$ cat src/hw/rtl/bmt_divider.sv
`timescale 1ns / 1ps
// pipelined unsigned restoring divider, one quotient bit per stage
module bmt_divider #(
    parameter int NUM_W = 32,
    parameter int DEN_W = 16,
    parameter int TAG_W = 8
) (
    input  logic             clk,
    input  logic             rst_n,
    input  logic             in_valid,
    input  logic [NUM_W-1:0] in_num,
    input  logic [DEN_W-1:0] in_den,
    input  logic [TAG_W-1:0] in_tag,
    output logic             out_valid,
    output logic [NUM_W-1:0] out_quo,
    output logic [TAG_W-1:0] out_tag
);
    logic [NUM_W:0] valid_reg;
    logic [NUM_W-1:0] quo_reg [NUM_W+1];
    logic [DEN_W-1:0] rem_reg [NUM_W+1];
    logic [DEN_W-1:0] den_reg [NUM_W+1];
    logic [TAG_W-1:0] tag_reg [NUM_W+1];

    always_ff @(posedge clk or negedge rst_n)
    begin
        if (!rst_n)
        begin
            valid_reg <= '0;
        end
        else
        begin
            valid_reg <= {valid_reg[NUM_W-1:0], in_valid};
        end
    end

    always_ff @(posedge clk)
    begin
        quo_reg[0] <= in_num;
        rem_reg[0] <= '0;
        den_reg[0] <= in_den;
        tag_reg[0] <= in_tag;
    end

    for (genvar s = 0; s < NUM_W; s++) begin : g_stage
        logic [DEN_W:0] trial;
        logic [DEN_W:0] diff;
        assign trial = {rem_reg[s], quo_reg[s][NUM_W-1]};
        assign diff = trial - {1'b0, den_reg[s]};
        always_ff @(posedge clk)
        begin
            den_reg[s+1] <= den_reg[s];
            tag_reg[s+1] <= tag_reg[s];
            if (!diff[DEN_W])
            begin
                rem_reg[s+1] <= diff[DEN_W-1:0];
                quo_reg[s+1] <= {quo_reg[s][NUM_W-2:0], 1'b1};
            end
            else
            begin
                rem_reg[s+1] <= trial[DEN_W-1:0];
                quo_reg[s+1] <= {quo_reg[s][NUM_W-2:0], 1'b0};
            end
        end
    end

    assign out_valid = valid_reg[NUM_W];
    assign out_quo = quo_reg[NUM_W];
    assign out_tag = tag_reg[NUM_W];
endmodule

$ cat config.mk
export PLATFORM = sky130hd
export DESIGN_NAME = bmt_divider
export DESIGN_NICKNAME = d
export VERILOG_FILES = /design/src/hw/rtl/bmt_divider.sv
export SDC_FILE = /design/constraint.sdc
export NUM_CORES = 2
export LEC_CHECK = 0
export BUFFER_PORTS_ARGS = -buffer_cell sky130_fd_sc_hd__buf_4
export CAP_MARGIN = 20
export CORE_AREA = 2 2 538 326
export DETAILED_ROUTE_END_ITERATION = 8
export DIE_AREA = 0 0 540 328
export GPL_TIMING_DRIVEN = 0
export SETUP_SLACK_MARGIN = 0.1
export SLEW_MARGIN = 20
export SYNTH_ARGS = -nofsm -noshare
export SYNTH_HDL_FRONTEND = slang
export SYNTH_SLANG_ARGS = --single-unit
$ cat constraint.sdc
create_clock -name clk -period 3.3 [get_ports clk]
set_clock_uncertainty 0.05 [all_clocks]
set_input_delay 0.165 -clock clk [delete_from_list [all_inputs] [get_ports clk]]
set_output_delay 0.165 -clock clk [all_outputs]
set_load 0.02 [all_outputs]
==> results.yml <==
sta:
  finalHoldViolCount: 0
  rsz0062_at_grt: "true"
  setup_viol: 0
  final_max_slew_viol_count: 0
  fmax_mhz: 311
  finalCritPeriodShare_pct: 97.5
  slew_headroom_pct: 26.2
  setup_slack_ns: 0.0841
  tns_ns: 0
  fin_crit_ns: 3.22
  worst_pin_slew_ns: 1.10
critical_path:
  r2r_start: "quo_reg[23][31]"
  crit_family: "compound AO/OA/AOI/OAI gates"
  path_class: "reg2reg"
  required_ns: 3.95
  cp_max_fo: 5
  path_buf_inv: 3
  worstSetupEndpointType: "register"
  crit_arrival_ns: 3.86
  cp-start-kind: "register"
  slowest_stage: "or3_4"
  cpMostUsedCell: "buf_12"
  crit_cells: 13
  reg2regPathDepth: 13
  path_cells: "inv_2 -> ha_4 -> fa_2 -> nor2b_4 -> o31a_1 -> o31ai_4 -> a211oi_2 -> or3_4 -> a21oi_4 -> xnor2_4 -> buf_12 -> buf_12 -> mux2_4"
  slowest_delay_ns: 0.41
  startpoint: "quo_reg[23][31]"
final_layout:
  layout-drive-gt1-share_pct: 15.8
  final_net_count: 7731
  syn_to_final_growth_pct: 19.4
  largest_reg_flops: 1056
  post-route-util_pct: 53.5
floorplan:
  start_util_pct: 44.8
  fp-row-count: 118
  ioPinCount: 100
  fp.dieW_um: 540
  die_area_um2: 177000
  core_um2: 172000
  die_h_um: 328
power_and_ir_drop:
  power_frac_comb_pct: 40.4
  pwr-share-seq_pct: 35.8
  p_leak_nw: 41.1
  p_sw_share_pct: 33.1
  p_int_mw: 72.6
  clkPwrFrac_pct: 23.8
  p_switching_mw: 36.0
  ir_worst_vdd_mv: 0.564
  powerDensity_nw_per_um2: 1180
worst_hold_path:
  worstHoldPathCells: 0
  hp-class: "reg2reg"
  min_from: "quo_reg[0][29]"
synth:
  synth.yosys.seq_area_share_pct: 61.6
  syn-cell-area_um2: 77000
  synth_top_family_by_area: "compound AO/OA/AOI/OAI gates"
  synth-compound-area-share_pct: 9.89
  avgSynthCellArea_um2: 11.7
  yosysWarningCount: 0
  synthSimpleGateAreaFrac_pct: 6.57
  synth_edf_count: 0
  synth_adder_area_share_pct: 8.85
  syn_inst: 6586
  synth_cell_types: 83
  synth_mux_area_share_pct: 5.22
  synth_xor_area_share_pct: 4.37
  ys_ff_latch: 2361
  postSynth.asyncResetShare_pct: 1.40
  synth_ff_type: "dfxtp_1"
grt:
  grt_pass1_wl_um: 238000
  grt_max_degree: 34
  grt_overflow: 0
  track_usage_pct: 16.5
  antenna_found_initial: 5
  grt_pass1_vias: 44427
routing:
  postRouteAntennaNets: 0
  drt-pass1-iter-count: 5
  drtIter0Drc: 3137
  routed_wl_um: 148000
  wire_per_inst_um: 15.5
  via_count: 46230
  vias_per_cell: 4.82
  post-route-drc-count: 0
placed_design:
  portBuffers: 99
  routabilityCongestion: 0.898
  pre_cts_ws_ns: -1.13
  hpwl_um: 104000
clock_tree:
  htree_levels: 4
  cts_tree: "yes"
  clock_path_buffers: 4
  insertion_delay_ns: 0.87
  cts-buffers-inserted: 213
  clk_pin_slew_ns: 0.07
  root_buffer: "clkbuf_16"
  cts_sinks: 2361
job:
  maxCapViolations: 0
outcome:
  status: "finished clean"
## cells by family (layout without fill, tap and decap cells)
kind of cell / count (synthesis) / count (layout)
AO/OA/AOI/OAI: 1199 / 1199
XOR/XNOR: 378 / 378
adder cells (fa/ha/maj): 527 / 527
buffers and inverters: 708 / 1426
flip-flops: 2361 / 2361
multiplexers: 360 / 360
other: 1 / 10
AND/OR/NAND/NOR: 1052 / 1052
## stage by stage
step	area (um^2)	power [mW]	hold slack (ns)	cells
floorplan	77000	66.8	-0.181	6592
global placement	80600	75.6	0.0599	8971
detailed placement	80700	76.3	0.0749	8971
CTS	90600	106	0.213	9544
global route	92000	115	0.206	9591
finish	92000	109	0.226	9593
## area by class of cell
cell class	count	area (um^2)
repair buffers	342	3120
multi-input cells	3523	28100
diodes	3	7.51
flip-flops and latches	2361	47400
clock inverters	98	1440
fillers	14684	79900
clock buffers	282	6000
inverters	620	2330
well taps	2280	2850
plain buffers	84	621
## synthesized netlist by cell type (26+ instances only)
library cell  number  area (um^2)
a211oi_1          31          233
a21o_1           112          841
a21oi_1          410         2050
a31oi_1           50          313
and3_1            30          188
clkbuf_1          65          244
dfrtp_1           33          826
dfxtp_1         2328        46600
fa_1              30          601
ha_1             497         6220
inv_1            620         2330
mux2_2           306         3450
mux2i_1           47          470
nand2_1          210          788
nand2b_1          38          238
nand3_1           71          355
nand4_1           30          188
nor2_1           378         1420
nor2b_1           83          519
nor3_1            70          350
o21a_1            87          653
o21ai_0          228         1140
o21bai_1          36          270
o31ai_1           26          195
or3_1             47          294
xnor2_1          241         2110
xor2_1           130         1140
## power by group through the flow
stage / Sequential (mW) / Combinational [mW] / Clock [mW]
after floorplan: 38.6 / 28.2 / 0
final: 38.9 / 43.9 / 25.8
after global routing: 39.6 / 48.0 / 27.9
after global placement: 39.4 / 36.2 / 0
after CTS: 38.9 / 40.4 / 26.7
after detailed placement: 39.4 / 36.8 / 0
## worst reg2reg max path, cell delays in order, from the launching register on
cell      delay (ns)
dfxtp_2         0.32
inv_2           0.07
ha_4            0.14
fa_2            0.24
nor2b_4         0.05
o31a_1          0.30
o31ai_4         0.32
a211oi_2        0.13
or3_4           0.41
a21oi_4         0.21
xnor2_4         0.20
buf_12          0.18
buf_12          0.14
mux2_4          0.30
## cell usage in the layout, fill, tap and decap left out, types with 199 or more instances in the layout
cell type / count
nand2_1: 210
ha_1: 481
dfxtp_1: 2317
a21oi_1: 391
inv_1: 613
o21ai_0: 210
xnor2_1: 228
buf_4: 199
nor2_1: 374
clkbuf_16: 219
mux2_2: 259
## metal layers
| metal | global-route usage (%) | wire length, um | vias to the layer above |
|---|---|---|---|
| met1 | 26.9 | 81800 | 21496 |
| met5 | 0 | 33 | - |
| met4 | 4.00 | 2800 | 6 |
| met2 | 20.9 | 53000 | 1074 |
| li1 | - | - | 23425 |
| met3 | 4.18 | 10700 | 229 |
## path summary, 6_finish.rpt
kind                                        end  slack (ns)
worst max register to register  rem_reg[24][10]        0.08
worst min-delay path             quo_reg[1][30]        0.23
worst min register to register   quo_reg[1][30]        0.23
min in group asynchronous          valid_reg[4]        0.34
worst max-delay path            rem_reg[24][10]        0.08
max in group asynchronous         valid_reg[25]        2.68
## timing repair
item,in CTS,in global routing
endpoints found under the hold margin,90,0
hold buffers,117,0
gates resized for setup,162,253
setup endpoints to repair,472,402
cloned,1,4
setup buffers,75,46
pin swaps,54,87
No activity file was read; power rests on OpenSTA's default activity.
