[src/hw/rtl/bmt_pkg.sv]
`timescale 1ns / 1ps
package bmt_pkg;
    localparam int REG_W = 16;
    localparam int IDX_W = 19;
    localparam int FRACTION_BITS = 8;
    localparam logic [2:0] CFG_WIDTH = 3'd0;
    localparam logic [2:0] CFG_HEIGHT = 3'd1;
    localparam logic [2:0] CFG_DEPTH = 3'd2;
    localparam logic [2:0] CFG_WSEG = 3'd3;
    localparam logic [2:0] CFG_HSEG = 3'd4;
    localparam logic [2:0] CFG_DSEG = 3'd5;
    localparam logic OP_VERTEX = 1'b0;
    localparam logic OP_QUAD = 1'b1;

    typedef struct packed {
        logic [15:0] width;
        logic [15:0] height;
        logic [15:0] depth;
        logic [7:0] wseg;
        logic [7:0] hseg;
        logic [7:0] dseg;
    } cfg_t;

    typedef struct packed {
        logic [15:0] pos_x;
        logic [15:0] pos_y;
        logic [15:0] pos_z;
        logic [2:0] normal_code;
        logic [16:0] tex_u;
        logic [16:0] tex_v;
        logic [18:0] corner_a;
        logic [18:0] corner_b;
        logic [18:0] corner_c;
        logic [18:0] corner_d;
        logic range_error;
    } result_t;
endpackage

[src/hw/rtl/bmt_front.sv]
`timescale 1ns / 1ps
// decode face, check range, form numerators and corner indices
module bmt_front
    import bmt_pkg::*;
(
    input  logic        clk,
    input  logic        rst_n,
    input  cfg_t        cfg,
    input  logic        in_valid,
    input  logic        operation,
    input  logic [2:0]  face,
    input  logic [7:0]  grid_col,
    input  logic [7:0]  grid_row,
    output logic        out_valid,
    output logic [31:0] num_u,
    output logic [31:0] num_v,
    output logic [15:0] den_u,
    output logic [15:0] den_v,
    output logic [31:0] num_tu,
    output logic [31:0] num_tv,
    output logic [7:0]  tag,
    output result_t     side
);
    // stage 1 registers
    logic valid1_reg, op1_reg, bad1_reg, neg1_reg, su1_reg, sv1_reg, en1_reg;
    logic [1:0] au1_reg, av1_reg, aw1_reg;
    logic [7:0] c1_reg, r1_reg, gu1_reg, gv1_reg;
    logic [15:0] eu1_reg, ev1_reg, ew1_reg;
    logic [18:0] base1_reg;

    logic [7:0] gw, gh, gd;
    logic [7:0] gu, gv;
    logic [1:0] au, av, aw;
    logic su, sv, neg, bad;
    logic [8:0] w1, h1, d1;
    logic [18:0] aw_h, aw_d, ah_d, base;

    function automatic logic [7:0] clampseg(input logic [7:0] s);
        clampseg = (s == 8'd0) ? 8'd1 : s;
    endfunction

    function automatic logic [15:0] ext(input cfg_t c, input logic [1:0] a);
        unique case (a)
            2'd0: ext = c.width;
            2'd1: ext = c.height;
            default: ext = c.depth;
        endcase
    endfunction

    always_comb
    begin
        gw = clampseg(cfg.wseg);
        gh = clampseg(cfg.hseg);
        gd = clampseg(cfg.dseg);
        w1 = {1'b0, gw} + 9'd1;
        h1 = {1'b0, gh} + 9'd1;
        d1 = {1'b0, gd} + 9'd1;
        ah_d = {10'd0, d1} * {10'd0, h1};
        aw_d = {10'd0, w1} * {10'd0, d1};
        aw_h = {10'd0, w1} * {10'd0, h1};
        bad = 1'b0;
        gu = gw; gv = gh; au = 2'd0; av = 2'd1; aw = 2'd2;
        su = 1'b0; sv = 1'b1; neg = 1'b0; base = '0;
        unique case (face)
            3'd0: begin gu = gd; gv = gh; au = 2'd2; av = 2'd1; aw = 2'd0;
                su = 1'b1; sv = 1'b1; neg = 1'b0; base = '0; end
            3'd1: begin gu = gd; gv = gh; au = 2'd2; av = 2'd1; aw = 2'd0;
                su = 1'b0; sv = 1'b1; neg = 1'b1; base = ah_d; end
            3'd2: begin gu = gw; gv = gd; au = 2'd0; av = 2'd2; aw = 2'd1;
                su = 1'b0; sv = 1'b0; neg = 1'b0; base = 19'(2 * ah_d); end
            3'd3: begin gu = gw; gv = gd; au = 2'd0; av = 2'd2; aw = 2'd1;
                su = 1'b0; sv = 1'b1; neg = 1'b1; base = 19'(2 * ah_d + aw_d); end
            3'd4: begin gu = gw; gv = gh; au = 2'd0; av = 2'd1; aw = 2'd2;
                su = 1'b0; sv = 1'b1; neg = 1'b0;
                base = 19'(2 * ah_d + 2 * aw_d); end
            3'd5: begin gu = gw; gv = gh; au = 2'd0; av = 2'd1; aw = 2'd2;
                su = 1'b1; sv = 1'b1; neg = 1'b1;
                base = 19'(2 * ah_d + 2 * aw_d + aw_h); end
            default: bad = 1'b1;
        endcase
        if (operation == OP_VERTEX)
        begin
            if (grid_col > gu || grid_row > gv) bad = 1'b1;
        end
        else
        begin
            if (grid_col >= gu || grid_row >= gv) bad = 1'b1;
        end
    end

    always_ff @(posedge clk or negedge rst_n)
    begin
        if (!rst_n) valid1_reg <= 1'b0;
        else valid1_reg <= in_valid;
    end

    always_ff @(posedge clk)
    begin
        op1_reg <= operation; bad1_reg <= bad; neg1_reg <= neg;
        su1_reg <= su; sv1_reg <= sv;
        au1_reg <= au; av1_reg <= av; aw1_reg <= aw;
        c1_reg <= grid_col; r1_reg <= grid_row; gu1_reg <= gu; gv1_reg <= gv;
        eu1_reg <= ext(cfg, au); ev1_reg <= ext(cfg, av); ew1_reg <= ext(cfg, aw);
        en1_reg <= ext(cfg, aw) != 16'd0;
        base1_reg <= base;
    end

    // stage 2: numerators |2k-g|*E and corner indices
    logic [9:0] ku, kv;
    logic nu, nv;
    logic [15:0] hw, hw_pos;
    logic [18:0] stride, ia, ib;
    result_t sd;
    logic [31:0] pu, pv;

    always_comb
    begin
        ku = {1'b0, c1_reg, 1'b0} - {2'b0, gu1_reg};
        kv = {1'b0, r1_reg, 1'b0} - {2'b0, gv1_reg};
        nu = ku[9];
        nv = kv[9];
        if (nu) ku = -ku;
        if (nv) kv = -kv;
        pu = {23'd0, ku[8:0]} * {16'd0, eu1_reg};
        pv = {23'd0, kv[8:0]} * {16'd0, ev1_reg};
        hw = 16'(({1'b0, ew1_reg} + 17'd1) >> 1);
        // a half extent of 32768 saturates on the positive side
        hw_pos = hw[15] ? 16'h7fff : hw;
        stride = {11'd0, gu1_reg} + 19'd1;
        ia = base1_reg + {11'd0, c1_reg} + 19'(stride * r1_reg);
        ib = ia + stride;
        sd = '0;
        sd.range_error = bad1_reg;
        if (!bad1_reg && op1_reg == OP_QUAD)
        begin
            sd.corner_a = ia;
            sd.corner_b = ib;
            sd.corner_c = ib + 19'd1;
            sd.corner_d = ia + 19'd1;
        end
        if (!bad1_reg && op1_reg == OP_VERTEX)
        begin
            sd.normal_code = {aw1_reg, 1'b0} + {2'b0, !((!neg1_reg) && en1_reg)};
            // w coordinate lives in pos_x..z, in-plane ones filled later
            unique case (aw1_reg)
                2'd0: sd.pos_x = neg1_reg ? -hw : hw_pos;
                2'd1: sd.pos_y = neg1_reg ? -hw : hw_pos;
                default: sd.pos_z = neg1_reg ? -hw : hw_pos;
            endcase
            // stash axis and sign info in the tex_u field until the end
            sd.tex_u = {11'd0, au1_reg, av1_reg, su1_reg ^ nu, sv1_reg ^ nv};
        end
    end

    logic valid2_reg;
    always_ff @(posedge clk or negedge rst_n)
    begin
        if (!rst_n) valid2_reg <= 1'b0;
        else valid2_reg <= valid1_reg;
    end

    logic [31:0] nu_reg, nv_reg, ntu_reg, ntv_reg;
    logic [15:0] du_reg, dv_reg;
    result_t side_reg;
    logic vtx_reg;
    always_ff @(posedge clk)
    begin
        nu_reg <= pu + {24'd0, gu1_reg};
        nv_reg <= pv + {24'd0, gv1_reg};
        du_reg <= {7'd0, gu1_reg, 1'b0};
        dv_reg <= {7'd0, gv1_reg, 1'b0};
        ntu_reg <= {7'd0, c1_reg, 17'd0} + {24'd0, gu1_reg};
        ntv_reg <= {7'd0, 8'(gv1_reg - r1_reg), 17'd0} + {24'd0, gv1_reg};
        side_reg <= sd;
        vtx_reg <= !bad1_reg && op1_reg == OP_VERTEX;
    end

    assign out_valid = valid2_reg;
    assign num_u = nu_reg;
    assign num_v = nv_reg;
    assign den_u = du_reg;
    assign den_v = dv_reg;
    assign num_tu = ntu_reg;
    assign num_tv = ntv_reg;
    assign tag = {7'd0, vtx_reg};
    assign side = side_reg;
endmodule

[config.mk]
export PLATFORM = sky130hd
export DESIGN_NAME = bmt_front
export DESIGN_NICKNAME = d
export VERILOG_FILES = /design/src/hw/rtl/bmt_pkg.sv /design/src/hw/rtl/bmt_front.sv
export SDC_FILE = /design/constraint.sdc
export NUM_CORES = 2
export LEC_CHECK = 0
export BUFFER_PORTS_ARGS = -buffer_cell sky130_fd_sc_hd__buf_4
export CAP_MARGIN = 10
export CELL_PAD_IN_SITES_DETAIL_PLACEMENT = 0
export CELL_PAD_IN_SITES_GLOBAL_PLACEMENT = 1
export CORE_UTILIZATION = 42
export DETAILED_ROUTE_END_ITERATION = 10
export GPL_TIMING_DRIVEN = 0
export MAX_ROUTING_LAYER = met4
export PLACE_DENSITY_LB_ADDON = 0.1
export SYNTH_ARGS = -nofsm -noshare
export SYNTH_HDL_FRONTEND = slang
export SYNTH_SLANG_ARGS = --single-unit
[constraint.sdc]
create_clock -name clk -period 6.7 [get_ports clk]
set_clock_uncertainty 0.1 [all_clocks]
set_input_delay 1.34 -clock clk [delete_from_list [all_inputs] [get_ports clk]]
set_output_delay 1.34 -clock clk [all_outputs]
set_load 0.02 [all_outputs]
==> impl_metrics.ini <==
[setup_path]
crit_family = adder cells
regToRegStartpoint = gv1_reg[0]$_DFF_P_
slowest_stage = fa_1
cp-end-kind = flip-flop
cp.required_ns = 7.06
cp.arrival_ns = 9.31
reg2regPathDepth = 29
cpPeakStageDelay_ns = 0.53
critical_path.max_fanout = 6
critPathKind = primary input to flip-flop
rr_endpoint = num_v[24]$_DFF_P_
path_common_cell = fa_1
ff2ff_setup_slack_ns = -0.77
startpoint_type = primary input
path_buf_inv = 7

[global_routing]
grt_pass1_vias = 30700
antenna_found_initial = 2
grt_overflow = 0
grt_use_total_pct = 27.3
grt_max_degree = 15
grt_pass1_wl_um = 181000

[outcome]
outcome = finished, violations left
violations = setup timing

[placement]
dp_slack_ns = -4.21
io_buffers = 322
placed_cell_area_um2 = 41900
dp_hpwl_um = 94900
gp_congestion = 0.965
dp_cells = 5743

[sta]
maxSlewViolCount = 0
timing.final.crit_share_pct = 134
setup_viol = 49
slew_headroom_pct = 22.7
hold_viol_final = 0
max_clock_freq_ghz = 0.112
rsz0062_at_grt = yes
worst_slack_ns = -2.26
whs_ns = 0.252
tightest_slew_ns = 1.16
period_minus_slack_ns = 8.96

[clocking]
htree_levels = 2
cts-root-buf = clkbuf_16
clock_latency_ns = 0.58
postCtsHoldBufs = 0
tritoncts = built
clk_pin_slew_ns = 0.06
numCtsBuffers = 37
clock_path_buffers = 3
cts_sinks = 330

[synthesis]
postSynth.asyncResetShare_pct = 0.606
postSynthAreaPerCell_um2 = 8.75
yosysSeqAreaShare_pct = 18.1
yosys_warnings = 0
synth_edf_count = 0
netlist_area_um2 = 36500
synth_cell_types = 92
synth_flop_cell = dfxtp_1
synth_cells = 4179
ys_seq_elements = 330

[floorplan]
core_um2 = 85700
die_y_um = 297
ios = 426
die_x_um = 297
start_util_pct = 42.7
dieArea_um2 = 88200
row_count = 107

[drt]
routedWlPerCell_um = 19.6
post_drt_via_cell_ratio = 5.04
wirelength_um = 119000
dr.first_iter.drc_count = 1697
drt_pre_antenna_iters = 5
drc = 0
route.vias.total = 30700
ant_nets = 0

[worst_hold_path]
hp-start = valid1_reg$_DFF_PN0_
hold-path-cell-count = 0
min_path_type = flip-flop to flip-flop
hold_end = out_valid$_DFF_PN0_

[finish]
final_common_cell = buf_4
final_cell_mix = 667 x buf_4, 610 x inv_1, 425 x fa_1
final_layout_size_suffix_gt1_share_pct = 29.5
syn_to_final_growth_pct = 35.2
final_cell_area_um2 = 49400
fin_nets = 5868
stdcell_count = 6098
largest_reg_flops = 133

[flow_run]
maxCapViolCount = 0
==> layer usage <==
layer	track usage [%]	routed length, um	vias up	part of all wire (%)
met4	9.89	4860	0	4.1
met3	2.70	4810	191	4.0
met5	-	0	-	0
li1	-	-	14600	-
met2	46.2	59300	771	50
met1	33.9	50300	15200	42
==> logic make-up after synthesis <==
group	after synthesis	share of synthesized area [%]
and+or+nand+nor	1319	16.9
buffers and inverters	877	10.2
adders and majority gates	850	38.1
AOI/OAI and AO/OA	495	8.88
DFF	330	18.1
xor gates and xnor gates	254	6.15
muxes	53	1.60
other	1	0.0103
==> how the worst max path moves through the flow <==
stage                       start  cells after the start                    end  slack [ns]
after floorplan           cfg[18]                     35  base1_reg[18]$_DFF_P_       -2.26
after global placement    cfg[10]                     34  base1_reg[18]$_DFF_P_       -4.28
after detailed placement  cfg[10]                     36  base1_reg[18]$_DFF_P_       -4.21
after CTS                  cfg[2]                     40  base1_reg[18]$_DFF_P_       -2.20
after global routing      cfg[10]                     37  base1_reg[18]$_DFF_P_       -2.53
final                     cfg[10]                     37  base1_reg[18]$_DFF_P_       -2.26
==> cell type report <==
cell class | count | area (um^2)
Clock inverter | 18 | 229
Sequential cell | 330 | 6660
Antenna cell | 2 | 5.00
Clock buffer | 49 | 1030
Tap cell | 1144 | 1430
Timing Repair Buffer | 614 | 4920
Inverter | 636 | 2420
Buffer | 237 | 1760
Fill cell | 7705 | 36300
Multi-Input combinational cell | 3068 | 30900
==> Yosys cell counts, drive strengths merged, types with 5 or more instances <==
cell      n  area, um^2
o41ai     5        43.8
a21boi    7        52.6
xnor2   164        1440
or2      11        68.8
nand3    57         285
nand4    20         125
a211oi   18         135
nor3b     8        60.1
o21ai    93         465
nand2b   55         344
and3     25         163
o21bai   25         188
o31ai     7        52.6
nor3     47         250
a21o     52         390
o311ai    7        61.3
mux2i     9        90.1
or3      15        95.1
and2    111         694
o22ai     5        31.3
ha      409        5120
buf     148        1000
nor4     17         106
nand2   452        1700
nor2b   111         702
dfxtp   328        6570
fa      440        8810
nand3b    7        52.6
a31oi    21         131
a21oi   133         666
mux2     44         495
nor2    365        1370
inv     636        2390
o21a     28         210
clkbuf   93         349
a22oi    30         225
xor2     89         787
o31a      5        52.6
o211ai   11        82.6
==> repair_timing <==
action | CTS | global route
resized for setup | 487 | 247
buffers inserted | 227 | 74
setup endpoints to repair | 86 | 67
pin swaps | 253 | 205
gates cloned | 1 | 0
==> through the flow <==
stage	util [%]	TNS [ns]
2_1_floorplan	-	-16.12
3_3_place_gp	48.9	-94.05
3_5_place_dp	48.9	-93.59
4_1_cts	55.7	-22.81
5_1_grt	57.7	-39.55
6_report	57.7	-27.92
Power is not shown: default switching activity piles up to over one toggle a cycle in this logic, so the estimate is an artifact.
